[src/rtl/hcd_pkg.sv]
// ----------------------------------------------------------------------------
// hcd_pkg
// shared types, constants and helpers of the harris corner detector
// ----------------------------------------------------------------------------
package hcd_pkg;

  localparam int MAX_WIDTH_DEF   = 1024;
  localparam int MAX_HEIGHT_DEF  = 1024;
  localparam int THRESHOLD_RESET = 30000;
  localparam int WIDTH_RESET     = 640;
  localparam int HEIGHT_RESET    = 480;
  localparam int RESP_SCALE      = 25;
  localparam int MIN_SIZE        = 3;

  localparam int CFG_DATA_W   = 17;
  localparam int CFG_INDEX_W  = 2;
  localparam int FRAME_SIZE_W = 11;
  localparam int THR25_W      = 22;

  localparam logic [CFG_INDEX_W-1:0] REG_THRESHOLD = 2'd0;
  localparam logic [CFG_INDEX_W-1:0] REG_WIDTH     = 2'd1;
  localparam logic [CFG_INDEX_W-1:0] REG_HEIGHT    = 2'd2;

  localparam logic CMD_PIXEL = 1'b0;
  localparam logic CMD_DRAIN = 1'b1;

  typedef struct packed {
    logic       command;
    logic [7:0] gray_pixel;
  } in_item_t;

  typedef struct packed {
    logic is_corner;
    logic end_of_frame;
  } out_item_t;

  // window position flags of one step
  typedef struct packed {
    logic valid;
    logic col_first;
    logic col_second;
    logic row_top;
    logic row_bottom;
  } win_ctl_t;

  typedef struct packed {
    logic valid;
    logic eof;
  } res_ctl_t;

  typedef struct packed {
    logic [7:0] t;
    logic [7:0] m;
    logic [7:0] b;
  } gray_col_t;

  typedef struct packed {
    logic [15:0] xx;
    logic [15:0] yy;
    logic [15:0] xy;
  } prod_t;

  typedef struct packed {
    logic [17:0] xx;
    logic [17:0] yy;
    logic [17:0] xy;
  } vsum_t;

  typedef struct packed {
    logic [7:0] xx;
    logic [7:0] yy;
    logic [7:0] xy;
  } smooth_t;

  function automatic int clamp_size(input int v, input int maxv);
    int r;
    r = v;
    if (r < MIN_SIZE) r = MIN_SIZE;
    if (r > maxv) r = maxv;
    return r;
  endfunction

  function automatic logic [7:0] sat_abs(input logic signed [10:0] v);
    logic [10:0] m;
    m = v[10] ? 11'(-v) : 11'(v);
    return (m > 11'd255) ? 8'hFF : m[7:0];
  endfunction

  function automatic logic [7:0] round_sat(input logic [19:0] s);
    logic [19:0] t;
    t = s + 20'd8;
    return (t[19:4] > 16'd255) ? 8'hFF : t[11:4];
  endfunction

endpackage

[src/rtl/hcd_response.sv]
// ----------------------------------------------------------------------------
// hcd_response
// determinant and trace products, scaled response compare against threshold
// ----------------------------------------------------------------------------
module hcd_response import hcd_pkg::*; (
  input  logic               clk,
  input  logic               rst,
  input  logic               adv,
  input  res_ctl_t           ctl,
  input  smooth_t            g,
  input  logic [THR25_W-1:0] thr25,
  output logic               res_valid,
  output out_item_t          res_data
);

  logic [15:0]        m_a, m_b;
  logic [17:0]        m_t;
  logic [8:0]         tr;
  res_ctl_t           c5;
  logic signed [23:0] det, det25, resp;

  assign tr = {1'b0, g.xx} + {1'b0, g.yy};

  always_ff @(posedge clk) begin
    if (adv) begin
      m_a <= 16'(g.xx) * 16'(g.yy);
      m_b <= 16'(g.xy) * 16'(g.xy);
      m_t <= 18'(tr) * 18'(tr);
    end
  end

  // 25 * det - trace^2, as shifts and adds
  always_comb begin
    det   = $signed({8'd0, m_a}) - $signed({8'd0, m_b});
    det25 = (det <<< 4) + (det <<< 3) + det;
    resp  = det25 - $signed({6'd0, m_t});
  end

  always_ff @(posedge clk) begin
    if (rst) begin
      c5        <= '0;
      res_valid <= 1'b0;
    end else if (adv) begin
      c5        <= ctl;
      res_valid <= c5.valid;
    end
  end

  always_ff @(posedge clk) begin
    if (adv) begin
      res_data.is_corner    <= resp > $signed({2'b00, thr25});
      res_data.end_of_frame <= c5.eof;
    end
  end

endmodule

[config.mk]
export PLATFORM = sky130hd
export DESIGN_NAME = hcd_response
export DESIGN_NICKNAME = d
export VERILOG_FILES = /design/src/rtl/hcd_pkg.sv /design/src/rtl/hcd_response.sv
export SDC_FILE = /design/constraint.sdc
export NUM_CORES = 1
export LEC_CHECK = 0
export BUFFER_PORTS_ARGS = -buffer_cell sky130_fd_sc_hd__buf_2
export CAP_MARGIN = 15
export CORE_MARGIN = 2
export CORE_UTILIZATION = 25
export DETAILED_ROUTE_END_ITERATION = 10
export REMOVE_ABC_BUFFERS = 1
export SETUP_SLACK_MARGIN = 0.5
export SLEW_MARGIN = 20
export SYNTH_ARGS = -nofsm -noshare
export SYNTH_HDL_FRONTEND = slang
export SYNTH_SLANG_ARGS = --single-unit
[constraint.sdc]
create_clock -name clk -period 15 [get_ports clk]
set_input_delay 2.25 -clock clk [delete_from_list [all_inputs] [get_ports clk]]
set_output_delay 2.25 -clock clk [all_outputs]
set_load 0.01 [all_outputs]
==> metrics.yaml, run 1 <==
hpwl_microns: 18200
cp_max_fo: 11
clock_latency_ns: 0.29
boundaryPins: 54
cts_hold_buf: 0
clockBufferDepth: 2
core_sq_mm: 0.0408
fin_ws_ns: 6.48
maxSlewHeadroom: 0.330
slew_violations: 0
stdcell_area_sq_mm: 0.0114
cts_tree: "done"
period_needed_ns: 8.52
clock_skew_ns: 0.0114
async_flop_share: 0
die-area_sq_mm: 0.0430
overflow: 0
fp.dieH_microns: 207
synthFlopType: "edfxtp_1"
post_cts_resized: 0
end_kind: "flop"
ant_nets: 0
grt.total_usage: 0.101
antenna_found_initial: 0
viasPerCell: 4.39
clock-sinks: 53
cp.arrival_ns: 8.56
hold_class: "flop to flop"
root_buffer: "clkbuf_16"
drive_above_1_share: 0.0635
register_area_sq_mm: 0.00156
yosysWarnings: 0
placed_cell_area_sq_mm: 0.0113
fp.dieW_microns: 207
cts_buffers: 5
first_global_vias: 7804
netlist_area_sq_mm: 0.0103
drt_pass1_iterations: 5
finalWirelength_microns: 21000
area_growth_pct: 10.5
finish.utilization: 0.280
final_hold_viol_count: 0
cts_setup_buffers: 0
critPathRequiredTime_ns: 15.04
finalSetupViolCount: 0
start_kind: "input pin"
fill_cells: 4332
crit_type: "input pin to flop"
port_buffers: 53
rsz0062_at_grt: "false"
synth.distinct_cells: 53
synth-edff-count: 50
path_clk_slew_ns: 0.07
yosysSeqAreaShare: 0.151
dp_slack_ns: 6.24
h-tree-depth: 2
netlist_instances: 1126
grt_max_degree: 54
drcViolationCount: 0
num_vias: 7530
status: "completed"
ys_ff_latch: 53
max_freq_mhz: 117
tightestPinTransition_ns: 0.998
finalNetCount: 1526
antenna_cells: 0
drt-initial-drc-count: 323
gp_congestion: 0.803
syn_avg_cell_area_sq_um: 9.18
post_drt_wl_per_cell_microns: 12.3
tns_ns: 0
finalCritPeriodShare: 0.568
rows: 74
cap_viol_max_count: 0
start_util: 0.253
grt_pass1_wl_microns: 36800
multiInputGateArea_sq_mm: 0.00790
sequential cells by signal, indices dropped and copies added (netlist names):
name	count
m_t	17
res_valid	1
res_data	2
c5	2
m_a	16
m_b	15
metal layers:
| metal | part of all wire | track usage | up-vias |
|---|---|---|---|
| met5 | 0 | 0 | - |
| met4 | 0.015 | 0.0232 | 0 |
| met3 | 0.026 | 0.00514 | 17 |
| met2 | 0.48 | 0.174 | 121 |
| met1 | 0.48 | 0.139 | 3618 |
| li1 | - | - | 3774 |
layout make-up:
cell class                 instances  area share
multi-input combinational        837       0.691
sequential                        53       0.137
inverter                         230      0.0756
tap                              532      0.0583
timing repair buffer              54      0.0239
clock buffer                       6      0.0113
clock inverter                     2     0.00296
worst paths after layout:
| path | start | end | slack, ns | cells after the start |
|---|---|---|---|---|
| min reg2reg | c5[0] | res_data[0] | 0.44 | 0 |
| min | c5[0] | res_data[0] | 0.44 | 0 |
| max reg2reg | m_a[0] | res_data[1] | 7.65 | 29 |
| max | g[8] | m_t[16] | 6.48 | 24 |
layout by cell type, fill, tap and decap left out, types with 4 or more instances in the layout:
cell,netlist,layout
nor2_1,79,79
nand4_1,4,4
a31oi_1,8,8
inv_1,230,230
and2_1,47,47
fa_1,121,121
o21a_1,15,15
nor3_1,17,17
a211oi_1,4,4
xor2_1,21,21
ha_1,173,173
buf_2,0,53
nor2b_1,19,19
xnor2_1,69,68
nand2_1,74,74
clkbuf_16,0,5
or2_2,5,5
or3_1,6,6
o21ai_0,26,26
a21oi_1,51,51
o211ai_1,7,7
nand2b_1,9,9
edfxtp_1,50,50
and3_1,6,6
nand3_1,13,13
maj3_1,4,4
o21bai_1,4,4
a21o_1,18,18
critical path, stage by stage:
cell      delay [ns]
buf_2           0.15
ha_1            0.25
fa_1            0.43
a21o_1          0.18
a21oi_1         0.22
nor2b_1         0.09
o21a_1          0.18
nor2_1          0.13
xor2_1          0.69
nor2_1          0.18
fa_1            0.57
inv_1           0.05
fa_1            0.53
fa_1            0.45
fa_1            0.54
inv_1           0.04
ha_1            0.32
o21a_1          0.13
o21ai_0         0.16
nand2b_1        0.10
a31o_2          0.26
a41o_1          0.25
o41ai_1         0.30
xnor2_1         0.10
stage by stage:
step	std cells	hold WS, ns
6_report	1714	0.444
5_1_grt	1714	0.465
4_1_cts	1714	0.444
3_5_place_dp	1706	0.425
3_3_place_gp	1706	0.412
2_1_floorplan	1120	0.408
synthesized netlist by cell type, types with 15 or more instances:
master | number | area, sq um
nor3_1 | 17 | 85.1
a21o_1 | 18 | 135
edfxtp_1 | 50 | 1500
xnor2_1 | 69 | 604
nor2b_1 | 19 | 119
nor2_1 | 79 | 297
o21ai_0 | 26 | 130
and2_1 | 47 | 294
ha_1 | 173 | 2160
nand2_1 | 74 | 278
inv_1 | 230 | 863
a21oi_1 | 51 | 255
o21a_1 | 15 | 113
fa_1 | 121 | 2420
xor2_1 | 21 | 184
kinds of logic (layout without fill, tap and decap cells):
logic type               count (synthesis)  count (layout)  synth area share
multiplexers                             4               4           0.00400
AO/OA/AOI/OAI                          158             158             0.101
adder cells (fa/ha/maj)                298             298             0.448
buffers and inverters                  236             292            0.0857
XOR/XNOR                                91              91            0.0778
AND/OR/NAND/NOR                        286             286             0.133
flip-flops                              53              53             0.151
Power of run 1 is not shown: default switching activity piles up to over one toggle a cycle in this logic, so the estimate is an artifact.
==> inputs of run 2 (changes only) <==
- ABC_AREA: default -> 1
- clock period: 15 -> 7.2 ns (I/O delays scaled with it)
==> run 2 against run 1 <==
Against the previous run:
- setup slack worse by 5.6 ns
- cell count up 12%
- sequential share of layout area is 0.48 points lower
- flip-flop and latch count stayed put
- critical path depth is 4 higher
- critical path type unchanged
- largest cell class unchanged
==> metrics.yaml, run 2 <==
clockBufferDepth: 2  # unchanged
drcViolationCount: 0  # unchanged
finalWirelength_microns: 22000  # +4.7%
drt-initial-drc-count: 350  # +8.4%
stdcell_area_sq_mm: 0.0118  # +3.7%
drt_pass1_iterations: 5  # unchanged
fp.dieH_microns: 211  # +1.8%
period_needed_ns: 6.34
maxSlewHeadroom: 0.532  # +0.202
gp_congestion: 0.842  # +4.8%
yosysMostFrequentCell: "inv_1"
final_hold_viol_count: 0  # unchanged
max_freq_mhz: 158
port_buffers: 53  # unchanged
boundaryPins: 54  # unchanged
netlist_area_sq_mm: 0.0107  # +3.8%
ys_top_cells_by_area: "fa_1 (23%), ha_1 (20%), edfxtp_1 (14%), inv_1 (11%), nand2_1 (9.0%)"
antenna_found_initial: 0  # unchanged
viasPerCell: 4.25  # -3.3%
ant_nets: 0  # unchanged
post_drt_wl_per_cell_microns: 11.4  # -6.6%
netlist_instances: 1328  # +18%
cts_tree: "done"
cp.arrival_ns: 6.38  # -2.18 ns
num_vias: 8165  # +8.4%
cap_viol_max_count: 0  # unchanged
top_register: "m_t"
synth_top_cell_area_share: 0.226  # -0.00856
grt_max_degree: 55  # +1.9%
synth_commonest_cells: "inv_1 (328), nand2_1 (257), ha_1 (173)"
clock_skew_ns: 0.00663  # -0.00472 ns
tightestPinTransition_ns: 0.702  # -0.296 ns
stdcell_count: 1921  # +12%
first_global_vias: 8349  # +7.0%
yosysWarnings: 0  # unchanged
largest_register_ffs: 17  # unchanged
yosysSeqAreaShare: 0.146  # -0.00552
overflow: 0  # unchanged
synth-edff-count: 50  # unchanged
async_flop_share: 0  # unchanged
core_sq_mm: 0.0421  # +3.2%
rows: 75  # +1.4%
mostFrequentLayoutCell: "inv_1"
path_clk_slew_ns: 0.07  # about the same
placedCellCount: 1913  # +12%
antenna_cells: 0  # unchanged
synthFlopType: "edfxtp_1"
drive_above_1_share: 0.0695  # +0.00601
crit_type: "input pin to flop"
status: "completed"
critPathRequiredTime_ns: 7.24  # -7.80 ns
grt_pass1_wl_microns: 38700  # +5.2%
top_regs: "m_t (17), m_a (16), m_b (15)"
yosys.area.top_type: "fa_1"
ys_ff_latch: 53  # unchanged
finalSetupViolCount: 0  # unchanged
start_util: 0.255  # +0.00147
hold_class: "flop to flop"
clock_latency_ns: 0.29  # about the same
slew_violations: 0  # unchanged
fp.dieW_microns: 211  # +1.8%
finalCritPeriodShare: 0.881
area_growth_pct: 10.4
rsz0062_at_grt: "false"
root_buffer: "clkbuf_16"
tns_ns: 0  # unchanged
end_kind: "flop"
cp_max_fo: 8  # -3
placed_cell_area_sq_mm: 0.0116  # +3.5%
syn_avg_cell_area_sq_um: 8.08  # -12%
layout_common_cells: "inv_1 (328), nand2_1 (257), ha_1 (172)"
hpwl_microns: 19400  # +6.1%
clock-sinks: 53  # unchanged
cts_buffers: 5  # unchanged
grt.total_usage: 0.104  # +0.00363
die-area_sq_mm: 0.0446  # +3.7%
h-tree-depth: 2  # unchanged
start_kind: "input pin"
synth.distinct_cells: 42  # -21%
finalNetCount: 1726  # +13%
run 2: cell types whose count changed in the layout (fill, tap and decap cells not counted), moves of 8 or more:
| cell | change |
|---|---|
| nand2_1 | +183 |
| inv_1 | +98 |
| and2_1 | -46 |
| xnor2_1 | -38 |
| xor2_1 | +31 |
| a21oi_1 | +30 |
| nand3_1 | +21 |
| nor2b_1 | -19 |
| nor3_1 | -12 |
| o21a_1 | -12 |
| a21o_1 | -11 |
| nand2b_1 | -9 |
| nand2_2 | +8 |
| nand4_1 | +8 |
run 2: cell families after synthesis:
logic type                 Yosys count  share of synthesized area
and+or+nand+nor                    404                      0.155
buffers and inverters              345                      0.121
adders and majority gates          295                      0.429
AOI/OAI and AO/OA                  145                     0.0769
xor gates and xnor gates            85                     0.0715
DFF                                 53                      0.146
muxes                                1                    0.00105
run 2: routing by layer:
metal	wire, microns	up-vias	track usage
li1	-	4221	-
met1	10900	3812	0.143
met2	10300	112	0.181
met3	513	20	0.00580
met4	331	0	0.0233
met5	0	-	0
run 2: timing repair:
item / CTS / global route
buffers inserted: 0 / 0
hold buffers: 0 / 0
setup endpoints to repair: 0 / 2
gates resized for setup: 0 / 5
run 2: critical path, stage by stage:
cell	delay, ns
buf_2	0.15
ha_1	0.24
fa_1	0.42
nand3_1	0.09
nand3_1	0.10
nand2_1	0.07
nand2_1	0.05
nand2_1	0.06
nand2_1	0.05
nand2_1	0.08
nand2_1	0.05
a21o_1	0.21
inv_2	0.12
nor2_1	0.07
fa_1	0.59
inv_1	0.07
fa_1	0.52
fa_1	0.56
inv_1	0.06
fa_1	0.54
ha_2	0.31
nand2_1	0.07
inv_1	0.07
a21oi_4	0.20
o21ai_2	0.10
a21boi_2	0.17
o21ai_0	0.12
xor2_1	0.16
run 2: through the flow:
| stage | hold slack, ns | utilization | setup slack (ns) |
|---|---|---|---|
| final | 0.441 | 0.281 | 0.858 |
| after global routing | 0.450 | 0.281 | 0.551 |
| after CTS | 0.444 | 0.281 | 0.651 |
| after detailed placement | 0.425 | 0.276 | 0.347 |
| after global placement | 0.419 | 0.276 | 0.525 |
| after floorplan | 0.409 | - | 0.994 |
run 2: area by class of cell:
type,count,area (sq um)
well taps,539,674
multi-input cells,930,7890
fillers,4489,30300
flip-flops and latches,53,1560
clock inverters,3,45.0
repair buffers,57,295
inverters,334,1250
clock buffers,5,125
run 2: worst paths after layout:
kind                            slack (ns)    from          end  depth (start not counted)
worst min-delay path                  0.44   c5[0]  res_data[0]                          0
worst min register to register        0.44   c5[0]  res_data[0]                          0
worst max-delay path                  0.86    g[8]      m_t[15]                         28
worst max register to register        1.47  m_a[0]  res_data[1]                         30
Power of run 2 is left out for the same reason.
==> inputs of run 3 (changes only) <==
- BUFFER_PORTS_ARGS: -buffer_cell sky130_fd_sc_hd__buf_2 -> -buffer_cell sky130_fd_sc_hd__clkbuf_2
==> run 3 against run 2 <==
Against the previous run:
- wire length grew 0.35%
- design area is essentially flat
- maximum frequency increased by 0.73%
- worst hold slack lost 0.0031 ns
- non-clock buffer count did not move
- critical path depth unchanged
- first-iteration DRC count rose by 25%
- via count about the same
- sequential share of layout area is essentially flat
- cell count unchanged
- utilization hardly changed
- die area is the same
==> metrics.yaml, run 3 (same netlist as run 2, synthesis figures left out) <==
status: "completed"
drt-initial-drc-count: 439  # +25%
ant_nets: 0  # unchanged
largest_register_ffs: 17  # unchanged
core_sq_mm: 0.0421  # unchanged
rsz0062_at_grt: "false"
post_drt_wl_per_cell_microns: 11.5  # +0.35%
first_global_vias: 8430  # +0.97%
mostFrequentLayoutCell: "inv_1"
grt_pass1_wl_microns: 38900  # +0.60%
drcViolationCount: 0  # unchanged
gp_congestion: 0.849  # +0.87%
top_register: "m_t"
overflow: 0  # unchanged
cp_common_cell: "nand2_1"
finalCritPeriodShare: 0.875  # -0.00636
start_util: 0.255  # unchanged
clock-sinks: 53  # unchanged
fp.dieH_microns: 211  # unchanged
fin_ws_ns: 0.903  # +0.0458 ns
boundaryPins: 54  # unchanged
max_freq_mhz: 159  # +0.73%
cap_viol_max_count: 0  # unchanged
end_kind: "flop"
viasPerCell: 4.25  # about the same
grt.total_usage: 0.104  # +0.000148
path_clk_slew_ns: 0.07  # about the same
tns_ns: 0  # unchanged
cp_max_fo: 8  # unchanged
clock_skew_ns: 0.00699  # +0.000358 ns
cts_hold_buf: 0  # unchanged
cp.arrival_ns: 6.34  # -0.04 ns
root_buffer: "clkbuf_16"
hold_slack_ns: 0.438  # -0.00311 ns
post_cts_resized: 0  # unchanged
regToRegStartpoint: "m_a[0]"
port_buffers: 53  # unchanged
h-tree-depth: 2  # unchanged
maxSlewHeadroom: 0.528  # -0.00393
top_regs: "m_t (17), m_a (16), m_b (15)"
crit_type: "input pin to flop"
rows: 75  # unchanged
hold_start: "c5[0]"
grt_max_degree: 55  # unchanged
critPathRequiredTime_ns: 7.24  # about the same
layout_common_cells: "inv_1 (328), nand2_1 (257), ha_1 (172)"
stdcell_count: 1921  # unchanged
drive_above_1_share: 0.0687  # -0.000724
hold_class: "flop to flop"
antenna_cells: 0  # unchanged
tightestPinTransition_ns: 0.708  # +0.00589 ns
clockBufferDepth: 2  # unchanged
area_growth_pct: 10.4  # about the same
antenna_found_initial: 0  # unchanged
die-area_sq_mm: 0.0446  # unchanged
drt_pass1_iterations: 5  # unchanged
final_hold_viol_count: 0  # unchanged
dp_slack_ns: 0.414  # +0.0672 ns
cts_tree: "done"
slowest_delay_ns: 0.60  # about the same
num_vias: 8161  # -0.049%
placedCellCount: 1913  # unchanged
cp_slowest_cell: "fa_1"
finalNetCount: 1726  # unchanged
cts_setup_buffers: 0  # unchanged
crit_path_start: "g[8]"
start_kind: "input pin"
fp.dieW_microns: 211  # unchanged
hpwl_microns: 19500  # +0.55%
finalSetupViolCount: 0  # unchanged
clock_latency_ns: 0.29  # about the same
cts_buffers: 5  # unchanged
slew_violations: 0  # unchanged
period_needed_ns: 6.30  # -0.0458 ns
finalWirelength_microns: 22100  # +0.35%
fill_cells: 4465  # -0.53%
[run 3: layer usage]
| layer | up-vias | wire length (microns) | share of wire | GRT usage |
|---|---|---|---|---|
| li1 | 4211 | - | - | - |
| met1 | 3822 | 10800 | 0.49 | 0.142 |
| met2 | 114 | 10600 | 0.48 | 0.186 |
| met3 | 14 | 498 | 0.023 | 0.00535 |
| met4 | 0 | 246 | 0.011 | 0.0185 |
| met5 | - | 0 | 0 | 0 |
[run 3: worst paths after layout]
kind	cells after the start	slack, ns	end
min	0	0.44	res_data[0]
max reg2reg	30	1.52	res_data[1]
max	28	0.90	m_t[15]
min reg2reg	0	0.44	res_data[0]
[run 3: final cells by class]
type	instances	area [sq um]	share of cell area
multi-input cells	930	7880	0.666
clock inverters	3	45.0	0.00380
repair buffers	57	295	0.0249
clock buffers	5	125	0.0106
flip-flops and latches	53	1560	0.132
inverters	334	1250	0.106
well taps	539	674	0.0570
[run 3: worst max-delay path, delay by kind of cell]
kind	cells	cell delay, ns
AO/OA/AOI/OAI	5	0.82
XOR/XNOR	1	0.16
adder cells (fa/ha/maj)	7	3.13
buffers and inverters	5	0.46
AND/OR/NAND/NOR	10	0.69
[run 3: metrics by stage]
stage          cell area [sq um]  utilization
2_1_floorplan              10700            -
4_1_cts                    11800        0.281
3_5_place_dp               11600        0.276
5_1_grt                    11800        0.281
6_report                   11800        0.281
3_3_place_gp               11600        0.276
Power of run 3 is left out for the same reason.
